`config.mk`:
```
export PLATFORM = sky130hd
export DESIGN_NAME = text_message_end_detector
export DESIGN_NICKNAME = d
export VERILOG_FILES = /design/src/sv/tmed_pkg.sv /design/src/sv/tmed_front.sv /design/src/sv/tmed_queue.sv /design/src/sv/tmed_back.sv /design/src/sv/text_message_end_detector.sv
export SDC_FILE = /design/constraint.sdc
export NUM_CORES = 1
export LEC_CHECK = 0
export ABC_AREA = 1
export CAP_MARGIN = 20
export CORE_ASPECT_RATIO = 0.6
export CORE_UTILIZATION = 45
export DETAILED_ROUTE_END_ITERATION = 8
export DONT_BUFFER_PORTS = 1
export PLACE_DENSITY_LB_ADDON = 0.1
export SLEW_MARGIN = 0
export SYNTH_ARGS = -nofsm -noshare
export SYNTH_HDL_FRONTEND = slang
export SYNTH_SLANG_ARGS = --single-unit
```
`constraint.sdc`:
```
create_clock -name i_clk -period 6 [get_ports i_clk]
set_input_delay 0.6 -clock i_clk [delete_from_list [all_inputs] [get_ports i_clk]]
set_output_delay 0.6 -clock i_clk [all_outputs]
set_load 0.02 [all_outputs]
```
`src/sv/tmed_pkg.sv`:
```
package tmed_pkg;

    // Result status codes
    typedef enum logic [1:0] {
        StMore = 2'd0,
        StDone = 2'd1,
        StErr  = 2'd2
    } t_status;

    localparam int OutLenW = 16;
    localparam int NameLen = 14;
    localparam int QDepth  = 4;
    localparam int QPtrW   = 2;
    localparam int QCntW   = 3;

    localparam logic [7:0] ChCr    = 8'h0d;
    localparam logic [7:0] ChLf    = 8'h0a;
    localparam logic [7:0] ChSpace = 8'h20;
    localparam logic [7:0] ChTab   = 8'h09;
    localparam logic [7:0] ChColon = 8'h3a;
    localparam logic [7:0] ChZero  = 8'h30;
    localparam logic [7:0] ChNine  = 8'h39;
    localparam logic [7:0] ChUpA   = 8'h41;
    localparam logic [7:0] ChUpZ   = 8'h5a;

    // One classified byte as it travels through the queue
    typedef struct packed {
        logic [7:0] raw;
        logic [7:0] lc;
        logic [3:0] digit;
        logic       is_term;
        logic       is_blank;
        logic       is_digit;
        logic       is_sep;
    } t_byte_class;

    // Lower-case "content-length"
    function automatic logic [7:0] name_char(input logic [3:0] idx);
        logic [7:0] ch;
        unique case (idx)
            4'd0:    ch = 8'h63; // c
            4'd1:    ch = 8'h6f; // o
            4'd2:    ch = 8'h6e; // n
            4'd3:    ch = 8'h74; // t
            4'd4:    ch = 8'h65; // e
            4'd5:    ch = 8'h6e; // n
            4'd6:    ch = 8'h74; // t
            4'd7:    ch = 8'h2d; // -
            4'd8:    ch = 8'h6c; // l
            4'd9:    ch = 8'h65; // e
            4'd10:   ch = 8'h6e; // n
            4'd11:   ch = 8'h67; // g
            4'd12:   ch = 8'h74; // t
            4'd13:   ch = 8'h68; // h
            default: ch = 8'h00;
        endcase
        return ch;
    endfunction

endpackage

```
`src/sv/tmed_front.sv`:
```
module tmed_front
    import tmed_pkg::*;
(
    input  logic        i_valid,
    input  logic [7:0]  i_in_byte,
    input  logic        i_q_full,
    output logic        o_stall,
    output logic        o_push,
    output t_byte_class o_class
);

    logic [7:0] w_diff;

    assign o_stall = i_q_full;
    assign o_push  = i_valid && !i_q_full;
    assign w_diff  = i_in_byte - ChZero;

    always_comb begin
        o_class.raw      = i_in_byte;
        o_class.lc       = (i_in_byte >= ChUpA && i_in_byte <= ChUpZ) ?
                           (i_in_byte + 8'd32) : i_in_byte;
        o_class.digit    = w_diff[3:0];
        o_class.is_term  = (i_in_byte == ChCr) || (i_in_byte == ChLf);
        o_class.is_blank = (i_in_byte == ChSpace) || (i_in_byte == ChTab);
        o_class.is_digit = (i_in_byte >= ChZero) && (i_in_byte <= ChNine);
        o_class.is_sep   = (i_in_byte == ChColon) || (i_in_byte == ChSpace);
    end

endmodule

```
`src/sv/tmed_queue.sv`:
```
module tmed_queue
    import tmed_pkg::*;
(
    input  logic             i_clk,
    input  logic             i_rst_n,
    input  logic             i_push,
    input  t_byte_class      i_data,
    input  logic             i_pop,
    output t_byte_class      o_data,
    output logic             o_empty,
    output logic             o_full,
    output logic [QCntW-1:0] o_count
);

    t_byte_class      r_mem [QDepth];
    logic [QPtrW-1:0] r_wr_ptr;
    logic [QPtrW-1:0] r_rd_ptr;
    logic [QCntW-1:0] r_count;

    assign o_data  = r_mem[r_rd_ptr];
    assign o_empty = (r_count == '0);
    assign o_full  = (r_count == QCntW'(QDepth));
    assign o_count = r_count;

    always_ff @(posedge i_clk) begin
        if (i_push) begin
            r_mem[r_wr_ptr] <= i_data;
        end
    end

    always_ff @(posedge i_clk) begin
        if (!i_rst_n) begin
            r_wr_ptr <= '0;
            r_rd_ptr <= '0;
            r_count  <= '0;
        end else begin
            if (i_push) begin
                r_wr_ptr <= r_wr_ptr + 1'b1;
            end
            if (i_pop) begin
                r_rd_ptr <= r_rd_ptr + 1'b1;
            end
            if (i_push && !i_pop) begin
                r_count <= r_count + 1'b1;
            end else if (i_pop && !i_push) begin
                r_count <= r_count - 1'b1;
            end
        end
    end

endmodule

```
`src/sv/tmed_back.sv`:
```
module tmed_back
    import tmed_pkg::*;
#(
    parameter int LENGTH_BITS = 16
) (
    input  logic               i_clk,
    input  logic               i_rst_n,
    input  logic               i_q_empty,
    input  t_byte_class        i_class,
    output logic               o_pop,
    output logic               o_valid,
    input  logic               i_stall,
    output logic [1:0]         o_status,
    output logic [OutLenW-1:0] o_message_length
);

    localparam logic [LENGTH_BITS-1:0] LenMax = '1;

    typedef enum logic [2:0] {
        PhText,
        PhTerm1,
        PhTerm,
        PhName,
        PhSep,
        PhNum,
        PhBody
    } t_phase;

    t_phase                   r_phase,   n_phase;
    logic [1:0]               r_term,    n_term;
    logic [7:0]               r_first,   n_first;
    logic [3:0]               r_idx,     n_idx;
    logic                     r_seen,    n_seen;
    logic [LENGTH_BITS-1:0]   r_blen,    n_blen;
    logic [LENGTH_BITS-1:0]   r_rem,     n_rem;
    logic [LENGTH_BITS-1:0]   r_bcount,  n_bcount;
    logic                     r_valid;
    t_status                  r_status,  n_status;
    logic [OutLenW-1:0]       r_len;
    logic [LENGTH_BITS-1:0]   w_len;
    logic [LENGTH_BITS+OutLenW-1:0] w_len_ext;
    logic [LENGTH_BITS+3:0]   w_times10;
    logic [3:0]               w_base;
    logic                     w_hit;
    logic                     w_do_name;
    logic                     w_do_text;

    assign o_pop            = !i_q_empty && (!r_valid || !i_stall);
    assign o_valid          = r_valid;
    assign o_status         = r_status;
    assign o_message_length = r_len;

    assign w_times10 = ({4'd0, r_blen} << 3) + ({4'd0, r_blen} << 1)
                       + (LENGTH_BITS+4)'(i_class.digit);
    assign w_base    = (r_phase == PhName) ? r_idx : 4'd0;
    assign w_hit     = (w_base < 4'(NameLen)) && (i_class.lc == name_char(w_base));
    assign w_len_ext = {{OutLenW{1'b0}}, w_len};

    always_comb begin
        n_phase   = r_phase;
        n_term    = r_term;
        n_first   = r_first;
        n_idx     = r_idx;
        n_seen    = r_seen;
        n_blen    = r_blen;
        n_rem     = r_rem;
        n_bcount  = r_bcount;
        n_status  = StMore;
        w_do_name = 1'b0;
        w_do_text = 1'b0;
        w_len     = LenMax;

        if (r_bcount == LenMax) begin
            n_status = StErr;
        end else begin
            n_bcount = r_bcount + 1'b1;
            w_len    = r_bcount + 1'b1;
            unique case (r_phase)
                PhTerm1: begin
                    if (i_class.is_term) begin
                        n_term = 2'd2;
                        if (i_class.raw == r_first) begin
                            if (r_blen == '0) begin
                                n_status = StDone;
                            end else begin
                                n_rem   = r_blen;
                                n_phase = PhBody;
                            end
                        end else begin
                            n_phase = PhTerm;
                        end
                    end else if (i_class.is_blank) begin
                        n_phase = PhTerm;
                    end else begin
                        n_term = 2'd0;
                        if (!r_seen) begin
                            n_idx     = 4'd0;
                            w_do_name = 1'b1;
                        end else begin
                            n_phase = PhText;
                        end
                    end
                end
                PhTerm: begin
                    if (i_class.is_term) begin
                        if (r_term < 2'd3) begin
                            n_term = r_term + 1'b1;
                        end
                        if (n_term == 2'd3) begin
                            if (r_blen == '0) begin
                                n_status = StDone;
                            end else begin
                                n_rem   = r_blen;
                                n_phase = PhBody;
                            end
                        end
                    end else if (i_class.is_blank && r_term < 2'd3) begin
                        // absorbed
                    end else begin
                        n_term = 2'd0;
                        if (!r_seen) begin
                            n_idx     = 4'd0;
                            w_do_name = 1'b1;
                        end else begin
                            n_phase = PhText;
                        end
                    end
                end
                PhName: begin
                    w_do_name = 1'b1;
                end
                PhSep: begin
                    if (i_class.is_sep) begin
                        // skipped
                    end else if (i_class.is_digit) begin
                        n_blen  = LENGTH_BITS'(i_class.digit);
                        n_phase = PhNum;
                    end else begin
                        n_status = StErr;
                    end
                end
                PhNum: begin
                    if (i_class.is_digit) begin
                        if (w_times10[LENGTH_BITS+3:LENGTH_BITS] != 4'd0) begin
                            n_status = StErr;
                        end else begin
                            n_blen = w_times10[LENGTH_BITS-1:0];
                        end
                    end else begin
                        w_do_text = 1'b1;
                    end
                end
                PhBody: begin
                    if (r_rem != '0) begin
                        n_rem = r_rem - 1'b1;
                    end
                    if (n_rem == '0) begin
                        n_status = StDone;
                    end
                end
                default: begin
                    w_do_text = 1'b1;
                end
            endcase

            if (w_do_name) begin
                if (w_hit) begin
                    n_idx = w_base + 4'd1;
                    if (n_idx == 4'(NameLen)) begin
                        n_seen  = 1'b1;
                        n_phase = PhSep;
                    end else begin
                        n_phase = PhName;
                    end
                end else begin
                    n_idx     = w_base;
                    w_do_text = 1'b1;
                end
            end

            if (w_do_text) begin
                if (i_class.is_term) begin
                    n_term  = 2'd1;
                    n_first = i_class.raw;
                    n_phase = PhTerm1;
                end else begin
                    n_phase = PhText;
                end
            end
        end

        if (n_status != StMore) begin
            n_phase  = PhText;
            n_term   = '0;
            n_first  = '0;
            n_idx    = '0;
            n_seen   = 1'b0;
            n_blen   = '0;
            n_rem    = '0;
            n_bcount = '0;
        end
    end

    always_ff @(posedge i_clk) begin
        if (!i_rst_n) begin
            r_phase  <= PhText;
            r_term   <= '0;
            r_first  <= '0;
            r_idx    <= '0;
            r_seen   <= 1'b0;
            r_blen   <= '0;
            r_rem    <= '0;
            r_bcount <= '0;
            r_valid  <= 1'b0;
            r_status <= StMore;
        end else begin
            if (o_pop) begin
                r_phase  <= n_phase;
                r_term   <= n_term;
                r_first  <= n_first;
                r_idx    <= n_idx;
                r_seen   <= n_seen;
                r_blen   <= n_blen;
                r_rem    <= n_rem;
                r_bcount <= n_bcount;
                r_valid  <= 1'b1;
                r_status <= n_status;
            end else if (!i_stall) begin
                r_valid <= 1'b0;
            end
        end
    end

    always_ff @(posedge i_clk) begin
        if (o_pop) begin
            r_len <= w_len_ext[OutLenW-1:0];
        end
    end

endmodule

```
`src/sv/text_message_end_detector.sv`:
```
// Message end detector for RTSP/HTTP style text. One message byte enters per
// transfer on the input channel and exactly one result leaves per byte on the
// output channel: status 0 (need more bytes), 1 (message complete at this
// byte) or 2 (error), plus the running byte count of the message, including
// this byte (low 16 bits). A run of CR/LF ends a line; three terminators, or
// two identical ones back to back, end the header. The first line after the
// request line that starts with "Content-Length" (any case) supplies a decimal
// body length, which is counted out after the header. A malformed number, a
// body length or message size above 2^LENGTH_BITS-1 gives status 2. After any
// completion or error the parser starts a fresh message. Throughput is one
// byte per clock while the output does not stall; each byte is first queued,
// then the parser registers its result. The front end classifies bytes into
// a four-entry queue and the back end parser steps once per byte, so the
// input only stalls once the queue has filled behind a stalled output.
module text_message_end_detector
    import tmed_pkg::*;
#(
    parameter int LENGTH_BITS = 16
) (
    input  logic               i_clk,
    input  logic               i_rst_n,
    input  logic               i_valid,
    output logic               o_stall,
    input  logic [7:0]         i_in_byte,
    output logic               o_valid,
    input  logic               i_stall,
    output logic [1:0]         o_status,
    output logic [OutLenW-1:0] o_message_length
);

    t_byte_class      w_in_class;
    t_byte_class      w_q_class;
    logic             w_push;
    logic             w_pop;
    logic             w_q_empty;
    logic             w_q_full;
    logic [QCntW-1:0] w_q_count;

    // Front: accept and classify
    tmed_front u_front (
        .i_valid   (i_valid),
        .i_in_byte (i_in_byte),
        .i_q_full  (w_q_full),
        .o_stall   (o_stall),
        .o_push    (w_push),
        .o_class   (w_in_class)
    );

    // Decoupling queue
    tmed_queue u_queue (
        .i_clk   (i_clk),
        .i_rst_n (i_rst_n),
        .i_push  (w_push),
        .i_data  (w_in_class),
        .i_pop   (w_pop),
        .o_data  (w_q_class),
        .o_empty (w_q_empty),
        .o_full  (w_q_full),
        .o_count (w_q_count)
    );

    // Back: header/body parser with registered result
    tmed_back #(
        .LENGTH_BITS (LENGTH_BITS)
    ) u_back (
        .i_clk            (i_clk),
        .i_rst_n          (i_rst_n),
        .i_q_empty        (w_q_empty),
        .i_class          (w_q_class),
        .o_pop            (w_pop),
        .o_valid          (o_valid),
        .i_stall          (i_stall),
        .o_status         (o_status),
        .o_message_length (o_message_length)
    );

    // queue never overfills
    a_q_bound: assert property (@(posedge i_clk) disable iff (!i_rst_n)
        w_q_count <= QCntW'(QDepth))
        else $error("queue count exceeds depth");

    // parser only steps on a held byte
    a_pop_nonempty: assert property (@(posedge i_clk) disable iff (!i_rst_n)
        w_pop |-> !w_q_empty)
        else $error("pop from empty queue");

    // every accepted byte lands in the queue next cycle
    a_push_lands: assert property (@(posedge i_clk) disable iff (!i_rst_n)
        (w_push && !w_pop) |=> (w_q_count == $past(w_q_count) + 1'b1))
        else $error("accepted byte lost");

    // only defined status codes leave the block
    a_status_code: assert property (@(posedge i_clk) disable iff (!i_rst_n)
        o_valid |-> (o_status == StMore || o_status == StDone || o_status == StErr))
        else $error("undefined status code");

endmodule
```
=== Yosys cells after proc, flatten, opt, wreduce, memory -nomap -nowiden ===
Memories as Yosys holds them, arrays and structs flattened. A register that Yosys moved wholly into a read port is not among the register bits.
Index checks and enable logic that the tools add are counted.

* Memories kept: 2
* Register bits: 92
* Memory bits (writable): 96
* Bits in read-only memories: 112
* Input bits: 12

* Eq/ne operators: 31
* Add/subtract/negate cells: 12
* Magnitude comparators: 6
* Mux-type cells: 104
* Reductions and logical operators: 40

{| class="wikitable"
|+ Memories
! memory !! depth !! bits a word !! read ports !! clocked after Yosys merged registers in !! write ports !! RTL line !! text
|-
| (name not given) || 16 || 7 || 1 || 0 || 0 || tmed_pkg.sv:40 || <nowiki>unique case (idx)</nowiki>
|-
| u_queue.r_mem || 4 || 24 || 1 || 1 || 1 || tmed_queue.sv:15 || <nowiki>t_byte_class r_mem [QDepth];</nowiki>
|}

{| class="wikitable"
|+ Operator list
! operator !! number
|-
| 16-bit 2-to-1 mux || 18
|-
| 3-bit 2-to-1 mux || 18
|-
| 16-bit case mux with 3 select lines || 1
|-
| 2-bit 2-to-1 mux || 22
|-
| 4-bit 2-to-1 mux || 10
|-
| 8-bit 2-to-1 mux || 5
|-
| 16-bit zero test || 2
|-
| 16-bit case mux with 2 select lines || 1
|-
| 8-bit by 4-bit == test with 1-bit output, second input constant || 3
|-
| 1-bit 2-to-1 mux || 23
|-
| 7-bit AND reduction || 3
|-
| 19-bit by 17-bit adder with 20-bit output || 1
|-
| 20-bit by 4-bit adder with 20-bit output || 1
|-
| 3-bit by 1-bit != test with 1-bit output, second input constant || 6
|-
| 16-bit by 1-bit adder with 16-bit output, second input constant || 1
|-
| 16-bit == test, second input constant || 1
|-
| 8-bit by 6-bit == test with 1-bit output, second input constant || 2
|-
| 8-bit == test || 2
|-
| 4-bit != test, second input constant || 4
|-
| 16-bit nonzero test || 1
|-
| 16-bit by 1-bit subtractor with 16-bit output, second input constant || 1
|-
| 2-bit nonzero test || 7
|-
| 3-bit == test, second input constant || 4
|-
| 4-bit nonzero test || 3
|-
| other kinds (34) || 53
|}

=== Logic depth before layout (Yosys ltp) ===
Gate-level depths: netlist (run 1).

* Depth after elaboration: 14
* Gate-level depth with buffers: 27

=== Modules after synthesis ===
Synthesis (run 1) repeated with hierarchy kept, for this count alone.

* Cells, all modules: 1415
* Area, all modules: 11213.3 µm²

{| class="wikitable"
|+ Modules (own cells, without submodules)
! module !! cells each !! times used !! seq. area each (µm²) !! area each (µm²)
|-
| tmed_back || 1051 || 1 || 1861.8 || 6633.9
|-
| tmed_queue || 290 || 1 || 3062.9 || 4169.0
|-
| tmed_front || 74 || 1 || 0.0 || 410.4
|}

=== Worst setup path after synthesis (run 1) ===
OpenSTA, ideal clock, no wires.

* Path kind: flip-flop to flip-flop
* From: register with a tool-made name
* To: register u_back.r_blen[0]
* Stages on the path, launching flop included: 24
* Period minus slack after synthesis: 3289 ps
* Required time: 5883 ps
* Slack: 2711 ps
* Data arrival time: 3172 ps
* Path through: dfxtp_1 buf_4 nand2_1 nand3_1 nand2_2 fa_1 inv_1 fa_1 nand2_1 nand3_1 nand3_1 nand2_1 nand2_1 nand2_1 nand2_1 nand2_1 nor2_1 nand2_1 nand2_1 nand2_1 nor2_1 nand2_1 nand3_1 a21oi_2

{| class="wikitable"
|+ RTL lines
! what !! RTL line !! text
|-
| end signal, assigned || tmed_back.sv:223 || <nowiki>r_blen <= n_blen;</nowiki>
|-
| end, declared || tmed_back.sv:34 || <nowiki>logic [LENGTH_BITS-1:0] r_blen, n_blen;</nowiki>
|}

==> results_dict.tcl, run 1 <==
set metrics [dict create \
    gr-usage-all-layers_pct 24.9 \
    drive_above_1_share_pct 8.52 \
    regArea_um2 3840 \
    maxSlewHeadroom_pct 34.6 \
    syn_nets 1362 \
    cts-root-buf "clkbuf_16" \
    viasPerCell 5.43 \
    critPathKind "reg -> reg" \
    rsz0062_at_grt "false" \
    min_from "i_in_byte[0]" \
    start_util_pct 46.9 \
    io_pins 32 \
    postCtsHoldBufs 0 \
    yosysSeqAreaShare_pct 40.0 \
    die-area_um2 22000 \
    regToRegSetupSlack_ns 1.43 \
    worstMarginPinSlew_ns 0.981 \
    multi_input_area_um2 5020 \
    yosysWarnings 0 \
    grt_pass1_vias 7735 \
    powerDensity_nw_per_um2 364 \
    path_clk_slew_ns 0.07 \
    die_w_um 191 \
    drtIter0Drc 891 \
    vdd_drop_max_mv 0.261 \
    max_freq_mhz 219 \
    clk_latency_ns 0.44 \
    hold_path_class "in -> reg" \
    cap_violations 0 \
    whs_ns 0.257 \
    area_growth_pct 8.41 \
    synth-edff-count 76 \
    synth_flop_cell "dfxtp_1" \
    grt_pass1_wl_mm 42.0 \
    syn_area_per_cell_um2 7.39 \
    finalMaxSlewViolations 0 \
    status "completed" \
    htreeDepth 4 \
    finalSetupViolCount 0 \
    portBuffers 0 \
    crit_fanout 21 \
    overflow 0 \
    fin_tns_setup_ns 0 \
    r2r_end "u_back.r_idx[1]" \
    dr.pass1.iters 6 \
    fin_crit_sh_pct 76.2 \
    cts_max_path_buffers 2 \
    totalWireLength_mm 26.0 \
    avgRoutedWirePerCell_um 16.5 \
    cp-end-kind "flop" \
    grt_max_degree 59 \
    post_cts_resized 0 \
    n_fill_cell 1968 \
    startpoint_type "flop" \
    layout_common_cells "361 x nand2_1, 133 x nand3_1, 132 x inv_1" \
    fin_crit_ns 4.57 \
    syn_inst 1300 \
    slowest_stage "dfxtp_1" \
    holdPathEnd "u_queue.r_mem[2][16]" \
    gp_congestion 0.947 \
    holdPathStages 0 \
    synth_area_um2 9610 \
    hpwl_mm 19.3 \
    vias 8559 \
    ys_ff_latch 154 \
    cts_buffers 17 \
    drcViolationCount 0 \
    worst-endpoint-required_ns 6.32 \
    fin_nets 1352 \
    rows 40 \
    reg2reg_depth 25 \
    final_antenna_net_count 0 \
    cp.arrival_ns 4.89 \
    synth.distinct_cells 51 \
    final_common_cell "nand2_1" \
    post_cts_buffers 0 \
    cts_tree "done" \
    crit_top_cell "nand2_1" \
    diodes 0 \
    finalHoldViolCount 0 \
    coreArea_um2 20500 \
    clock-skew-final_ns 0.0200 \
    p_leak_nw 4.52 \
    die_h_um 115 \
    cp_slowest_stage_delay_ns 0.71 \
    synthArstFlopShare_pct 0 \
    cts.sinks 154 \
    grt_antenna_before_repair 0 \
]
[worst max-delay path, delay by kind of cell (launching register included)]
family                   cells  cell delay [ns]
AND/OR/NAND/NOR             19             2.27
adder cells (fa/ha/maj)      3             0.88
buffers and inverters        3             0.59
flip-flops                   1             0.71
[per-stage QoR]
stage          cell area [um2]  setup WS [ns]  util [%]  power (mW)  cells
2_1_floorplan             9610           2.71         -        2.43   1300
3_3_place_gp              9810           1.62      47.9        2.72   1544
3_5_place_dp              9810           1.52      47.9        2.72   1544
4_1_cts                  10400           1.49      50.9        3.80   1576
5_1_grt                  10400          0.890      50.9        4.05   1576
6_report                 10400           1.43      50.9        3.80   1576
[layer usage]
| metal | up-vias | part of all wire (%) | global-route usage (%) |
|---|---|---|---|
| li1 | 4290 | - | - |
| met1 | 3907 | 54 | 40.8 |
| met2 | 346 | 36 | 31.2 |
| met3 | 16 | 10 | 6.44 |
| met4 | 0 | 0.72 | 5.44 |
| met5 | - | 0 | 0 |
[logic make-up after synthesis]
group	count (synthesis)	synth area share [%]
AND/OR/NAND/NOR	712	32.6
buffers and inverters	182	7.81
AO/OA/AOI/OAI	175	10.4
flip-flops	154	40.0
adder cells (fa/ha/maj)	50	6.75
XOR/XNOR	27	2.46
[area by class of cell]
cell class	count	area share (%)
clock inverters	15	1.73
flip-flops and latches	154	36.9
multi-input cells	964	48.2
repair buffers	7	0.505
inverters	146	5.26
clock buffers	17	4.08
well taps	273	3.28
[power by group]
group | internal (mW) | switching (mW) | leakage, nW
clock | 0.562 | 0.509 | 0.294
sequential | 1.29 | 0.189 | 1.35
combinational | 0.353 | 0.888 | 2.88
[sequential cells by signal, indices dropped and copies added (netlist names), 3 cells and up, named ones only]
| name | count |
|---|---|
| u_queue.r_mem | 60 |
| u_back.o_message_length | 16 |
| u_back.r_bcount | 16 |
| u_back.r_blen | 16 |
| u_back.r_rem | 16 |
| u_back.r_first | 8 |
| u_back.r_idx | 4 |
| u_back.r_phase | 3 |
| u_queue.o_count | 3 |
[worst max-delay path by stage]
stage | start | endpoint | slack, ns | depth (start not counted)
after floorplan | flop | u_back.r_blen[0] | 2.71 | 23
after global placement | flop | u_back.r_idx[0] | 1.62 | 24
after detailed placement | flop | u_back.r_idx[3] | 1.52 | 25
after CTS | flop | u_back.r_idx[1] | 1.49 | 25
after global routing | flop | u_back.r_idx[2] | 0.89 | 25
final | flop | u_back.r_idx[1] | 1.43 | 25
[synthesized netlist by cell type, types with 2 or more instances]
library cell | count | share of area (%)
nand2_1 | 361 | 14
nand3_1 | 133 | 6.9
inv_1 | 132 | 5.2
nor2_1 | 119 | 4.6
dfxtp_1 | 78 | 16
a21oi_1 | 77 | 4.0
edfxtp_1 | 76 | 24
o21ai_0 | 57 | 3.0
ha_1 | 47 | 6.1
nand4_1 | 23 | 1.5
xor2_1 | 19 | 1.7
nor3_1 | 17 | 0.89
clkbuf_1 | 16 | 0.63
nand2_2 | 15 | 0.98
inv_2 | 13 | 0.51
a21oi_2 | 12 | 1.1
or2_2 | 11 | 0.72
o211ai_1 | 9 | 0.70
xnor2_1 | 8 | 0.73
nor2_2 | 7 | 0.46
buf_2 | 6 | 0.31
buf_4 | 6 | 0.47
buf_6 | 5 | 0.59
nand3b_1 | 5 | 0.39
and3_1 | 4 | 0.26
nor4_1 | 4 | 0.26
a31o_2 | 3 | 0.27
a31oi_1 | 3 | 0.20
buf_1 | 3 | 0.12
fa_1 | 3 | 0.63
o21a_1 | 3 | 0.23
nand3_2 | 2 | 0.21
nor2_4 | 2 | 0.23
o21ai_1 | 2 | 0.10
o22ai_1 | 2 | 0.13
or2_1 | 2 | 0.13
(Power assumes the default switching activity.)
==> run 2, diff against run 1 <==
Settings changed: ABC_AREA 1 to 0.
Clock period 6 ns to 4.4 ns, I/O delays scaled along.
==> results_dict.tcl, run 2 <==
set metrics [dict create \
    clock-skew-final_ns 0.00854 \
    totalWireLength_mm 25.1 \
    seqPwrFrac_pct 42.0 \
    synth-compound-area-share_pct 18.9 \
    die_w_um 186 \
    maxSlewHeadroom_pct 38.6 \
    coreArea_um2 19400 \
    status "completed" \
    cts.sinks 154 \
    final_common_cell "nand2_1" \
    reg2reg_depth 17 \
    finalHoldViolCount 0 \
    final_antenna_net_count 0 \
    viasPerCell 6.19 \
    synth_fa_ha_area_share_pct 7.11 \
    powerDensity_nw_per_um2 455 \
    gp_congestion 0.932 \
    die_h_um 112 \
    grt_antenna_before_repair 0 \
    synth_common_cells "96 x nand2_1, 78 x dfxtp_1, 76 x edfxtp_1" \
    synth_top_area_cell "edfxtp_1" \
    critPathKind "reg -> reg" \
    rows 39 \
    max_freq_mhz 235 \
    yosysWarnings 0 \
    cp-end-kind "flop" \
    top_register "u_queue.r_mem" \
    synth.distinct_cells 82 \
    fin_crit_sh_pct 96.7 \
    muxShareOfSynthArea_pct 5.68 \
    whs_ns 0.0972 \
    regArea_um2 3850 \
    synth_xor_area_share_pct 4.04 \
    synth_top_area_share_pct 25.0 \
    vdd_drop_max_mv 0.428 \
    rsz0062_at_grt "true" \
    wl_met1_mm 12.9 \
    synth_area_um2 9120 \
    yosysSeqAreaShare_pct 42.2 \
    finalMaxSlewViolations 0 \
    crit_fanout 11 \
    drive_above_1_share_pct 12.4 \
    synthArstFlopShare_pct 0 \
    startpoint_type "flop" \
    cap_violations 0 \
    largest_reg_flops 60 \
    synth.most_common_cell "nand2_1" \
    avgRoutedWirePerCell_um 20.5 \
    path_clk_slew_ns 0.06 \
    layout_common_cells "96 x nand2_1, 76 x edfxtp_1, 76 x dfxtp_1" \
    die-area_um2 20900 \
    hpwl_mm 18.3 \
    grt_pass1_vias 7273 \
    syn_nets 990 \
    cp.arrival_ns 4.58 \
    area_growth_pct 12.1 \
    start_util_pct 46.9 \
    synth_flop_cell "dfxtp_1" \
    switching_power_mw 1.59 \
    route.met2.wl_mm 9.96 \
    dp_cells 1186 \
    holdPathStages 0 \
    io_pins 32 \
    cts_max_path_buffers 2 \
    power.internal_mw 3.06 \
    grt_pass1_wl_mm 40.0 \
    fin_nets 1006 \
    clk_latency_ns 0.44 \
    multi_input_area_um2 4980 \
    drcViolationCount 0 \
    gr-usage-all-layers_pct 25.3 \
    clkPwrFrac_pct 29.4 \
    hold_path_class "in -> reg" \
    vias 7572 \
    yosys.area_share.simple_pct 18.3 \
    layoutNonFillerInstCount 1224 \
    syn_area_per_cell_um2 9.82 \
    regToRegSetupSlack_ns 0.14 \
    synth-edff-count 76 \
    cts_buffers 17 \
    synth_area_leaders "edfxtp_1 25%, dfxtp_1 17%, ha_1 6.5%" \
    portBuffers 0 \
    worstMarginPinSlew_ns 0.921 \
    dr.pass1.iters 5 \
    fin_crit_ns 4.26 \
    syn_inst 928 \
    n_fill_cell 1753 \
    cts_tree "done" \
    cts-root-buf "clkbuf_16" \
    htreeDepth 4 \
    p_comb_share_pct 28.6 \
    worst-endpoint-required_ns 4.73 \
    synth_top_family_by_area "compound AO/OA/AOI/OAI gates" \
    p_leak_nw 3.76 \
    ys_ff_latch 154 \
    overflow 0 \
    finalSetupViolCount 0 \
    topRoutingLayerUsed "met4" \
    swShare_pct 34.2 \
    dr_wl_met3_mm 2.00 \
    drtIter0Drc 931 \
    grt_max_degree 38 \
]
==> run 2: cell count changes in the layout (fill, tap and decap cells not counted), sizes merged, moves of 37 or more <==
| cell | change |
|---|---|
| a21oi | -49 |
| buf | +37 |
| inv | -111 |
| nand2 | -281 |
| nand3 | -108 |
| nor2 | -68 |
==> run 2: worst max-delay path, cell delays in order, from the launching register on <==
cell,delay (ns)
dfxtp_4,0.38
mux4_2,0.53
inv_1,0.10
fa_1,0.40
inv_1,0.13
ha_1,0.15
a21oi_1,0.08
nand3b_1,0.23
a211o_1,0.40
and3_1,0.20
o32ai_2,0.44
buf_4,0.22
o31ai_4,0.07
buf_6,0.15
buf_4,0.14
buf_4,0.17
a41o_1,0.19
a22o_1,0.17
==> run 2: cells by family (layout without fill, tap and decap cells) <==
logic type | count (synthesis) | in the layout
AND/OR/NAND/NOR | 333 | 333
XOR/XNOR | 42 | 42
adder cells (fa/ha/maj) | 50 | 50
other | 0 | 1
AO/OA/AOI/OAI | 228 | 229
multiplexers | 35 | 35
buffers and inverters | 86 | 114
flip-flops | 154 | 154
==> run 2: timing repair <==
action / 4_1_cts / 5_1_grt
hold buffers: 0 / 0
cloned: 0 / 1
pin swaps: 1 / 4
endpoints found under the setup margin: 18 / 61
buffers inserted: 2 / 1
resized for setup: 3 / 10
==> run 2: layout make-up <==
| cell class | instances | area share, % |
|---|---|---|
| Multi-Input combinational cell | 689 | 48.7 |
| Tap cell | 266 | 3.26 |
| Antenna cell | 1 | 0.0245 |
| Timing Repair Buffer | 44 | 3.63 |
| Inverter | 38 | 1.40 |
| Sequential cell | 154 | 37.7 |
| Clock inverter | 12 | 1.00 |
| Clock buffer | 20 | 4.27 |
==> run 2: power by group through the flow <==
stage	combinational (mW)	clock, mW	sequential (mW)
floorplan	0.935	0	1.93
global route	1.47	1.46	1.98
finish	1.33	1.37	1.95
global placement	1.26	0	1.97
CTS	1.30	1.39	1.95
detailed placement	1.28	0	1.97
==> run 2: worst paths after layout <==
| kind | startpoint | endpoint |
|---|---|---|
| max | flop | u_back.r_bcount[12] |
| max reg2reg | flop | u_back.r_bcount[12] |
| min | i_in_byte[6] | u_queue.r_mem[0][22] |
| min reg2reg | u_back.r_first[5] | u_back.r_first[5] |
==> run 2: metal layers <==
| metal | up-vias | global-route usage, % |
|---|---|---|
| met1 | 3707 | 40.1 |
| met3 | 25 | 6.85 |
| met5 | - | 0 |
| met4 | 0 | 7.38 |
| met2 | 278 | 32.8 |
| li1 | 3562 | - |
==> run 2: through the flow <==
stage          util [%]  instance area, um2  total power, mW  setup WS [ns]  setup TNS (ns)
2_1_floorplan         -                9130             2.87         0.0194               0
3_3_place_gp       49.2                9560             3.23         0.0493               0
3_5_place_dp       49.2                9560             3.26         -0.142          -0.668
4_1_cts            52.2               10100             4.64         0.0239               0
5_1_grt            52.6               10200             4.91       -0.00730        -0.00730
6_report           52.6               10200             4.65          0.144               0
==> run 3, diff against run 2 <==
Settings changed: SYNTH_HIERARCHICAL set to 1.
==> results_dict.tcl, run 3 <==
set metrics [dict create \
    vdd_drop_max_mv 0.289 \
    worst-path-buf-inv 5 \
    synth.most_common_cell "edfxtp_1" \
    muxShareOfSynthArea_pct 6.00 \
    cts_buffers 17 \
    htreeDepth 4 \
    cp.arrival_ns 4.49 \
    rows 42 \
    grt_pass1_vias 6891 \
    gp_congestion 0.913 \
    switching_power_mw 1.67 \
    overflow 0 \
    portBuffers 0 \
    cap_violations 0 \
    synthArstFlopShare_pct 0 \
    cts.sinks 190 \
    top_register "u_queue/r_mem" \
    maxSlewHeadroom_pct 47.7 \
    whs_ns 0.0909 \
    clk_latency_ns 0.44 \
    synth_area_um2 10500 \
    fin_crit_ns 4.15 \
    diodes 0 \
    synth_fa_ha_area_share_pct 6.18 \
    max_freq_mhz 241 \
    synth_top_area_share_pct 32.1 \
    layoutNonFillerInstCount 1293 \
    totalWireLength_mm 24.7 \
    swShare_pct 32.9 \
    syn_area_per_cell_um2 10.6 \
    final_antenna_net_count 0 \
    dr.pass1.iters 5 \
    fin_tns_setup_ns 0 \
    syn_nets 1050 \
    vias 7575 \
    start_util_pct 46.8 \
    synth_area_leaders "edfxtp_1 32%, dfxtp_1 15%, ha_1 5.6%" \
    rsz0062_at_grt "false" \
    finalMaxSlewViolations 0 \
    final_area_um2 11300 \
    cts_tree "done" \
    ys_ff_latch 190 \
    crit_fanout 16 \
    gr-usage-all-layers_pct 21.5 \
    slowest_stage "mux4_2" \
    finalPower_mw 5.06 \
    cts-root-buf "clkbuf_16" \
    seqPwrFrac_pct 46.7 \
    avgRoutedWirePerCell_um 19.1 \
    critPathKind "reg -> reg" \
    clkPwrFrac_pct 28.5 \
    yosysWarnings 6 \
    drcViolationCount 0 \
    die-area_um2 23900 \
    crit_top_cell "buf_4" \
    area_growth_pct 7.78 \
    powerDensity_nw_per_um2 448 \
    worstPathCellList "buf_4 -> mux4_2 -> ha_1 -> ha_1 -> inv_1 -> fa_2 -> nor2b_2 -> o2111ai_2 -> nand3b_1 -> a211oi_1 -> o41a_1 -> o31ai_2 -> buf_4 -> buf_4 -> a31oi_4 -> nor2_2 -> buf_4 -> a22o_1" \
    hold_path_class "in -> reg" \
    finalSetupViolCount 0 \
    final_common_cell "edfxtp_1" \
    grt_antenna_before_repair 0 \
    synth_top_family_by_area "simple AND/OR/NAND/NOR gates" \
    syn_inst 988 \
    synth_top_area_cell "edfxtp_1" \
    hpwl_mm 17.3 \
    worst-endpoint-required_ns 4.73 \
    synth.distinct_cells 86 \
    synth_common_cells "112 x edfxtp_1, 81 x nor2_1, 78 x dfxtp_1" \
    layout_common_cells "112 x edfxtp_1, 81 x nor2_1, 77 x dfxtp_1" \
    viasPerCell 5.86 \
    fin_crit_sh_pct 94.4 \
    finalHoldViolCount 0 \
    synth-compound-area-share_pct 15.9 \
    p_leak_nw 4.14 \
    io_pins 32 \
    path_clk_slew_ns 0.07 \
    p_comb_share_pct 24.8 \
    worstMarginPinSlew_ns 0.783 \
    grt_max_degree 35 \
    dp_cells 1261 \
    coreArea_um2 22400 \
    yosys.area_share.simple_pct 16.5 \
    critical-path-top-delay-family "compound AO/OA/AOI/OAI gates" \
    synth_xor_area_share_pct 3.51 \
    cts_max_path_buffers 2 \
    fin_nets 1035 \
    die_w_um 199 \
    cp_slowest_stage_delay_ns 0.56 \
    drive_above_1_share_pct 11.8 \
    cp-end-kind "flop" \
    grt_pass1_wl_mm 39.4 \
    power.internal_mw 3.40 \
    synth_flop_cell "edfxtp_1" \
    synth-edff-count 112 \
    startpoint_type "flop" \
    clock-skew-final_ns 0.0117 \
    placed_area_um2 10700 \
    status "completed" \
    drtIter0Drc 705 \
    largest_reg_flops 96 \
    yosysSeqAreaShare_pct 46.9 \
    die_h_um 120 \
]
run 3: kinds of logic (layout without fill, tap and decap cells):
kind of cell / Yosys count / after routing
AOI/OAI and AO/OA: 236 / 236
xor gates and xnor gates: 42 / 42
adders and majority gates: 50 / 50
buffers and inverters: 104 / 101
DFF: 190 / 190
muxes: 31 / 31
and+or+nand+nor: 335 / 335
run 3: metal layers:
| metal | GRT usage (%) | vias up | share of wire, % |
|---|---|---|---|
| met4 | 4.95 | 0 | 0.88 |
| met5 | 0 | - | 0 |
| met3 | 5.08 | 17 | 6.1 |
| met1 | 35.0 | 3675 | 54 |
| met2 | 27.8 | 219 | 39 |
| li1 | - | 3664 | - |
run 3: path summary, 6_finish.rpt:
check	startpoint	to	slack (ns)	cells past startpoint
min reg2reg	u_back/r_first[6]	u_back/r_first[6]	0.48	2
min	i_in_byte[6]	u_queue/r_mem[0][22]	0.09	0
max	flop	u_back/r_blen[14]	0.25	18
max reg2reg	flop	u_back/r_blen[14]	0.25	18
run 3: power groups by stage:
stage          sequential [mW]  clock, mW  combinational [mW]
3_5_place_dp              2.40          0                1.26
5_1_grt                   2.39       1.55                1.39
2_1_floorplan             2.36          0               0.996
4_1_cts                   2.36       1.48                1.26
6_report                  2.36       1.44                1.26
3_3_place_gp              2.40          0                1.25
run 3: final cells by class:
cell class	count	area (um2)
fill	2036	11100
multi-input combinational	694	5070
sequential	190	4930
clock buffer	18	429
tap	308	385
timing repair buffer	32	240
inverter	38	143
clock inverter	13	109
run 3: repair_timing:
action                                  CTS  global route
resized for setup                         0             6
hold buffers                              0             0
buffers inserted                          0             1
endpoints found under the setup margin    0            43
run 3: through the flow:
step / setup WS [ns] / util [%]
after floorplan: 0.106 / -
after global placement: 0.207 / 47.9
after detailed placement: 0.0520 / 47.9
after CTS: 0.0244 / 50.3
after global routing: 0.00111 / 50.4
final: 0.246 / 50.4
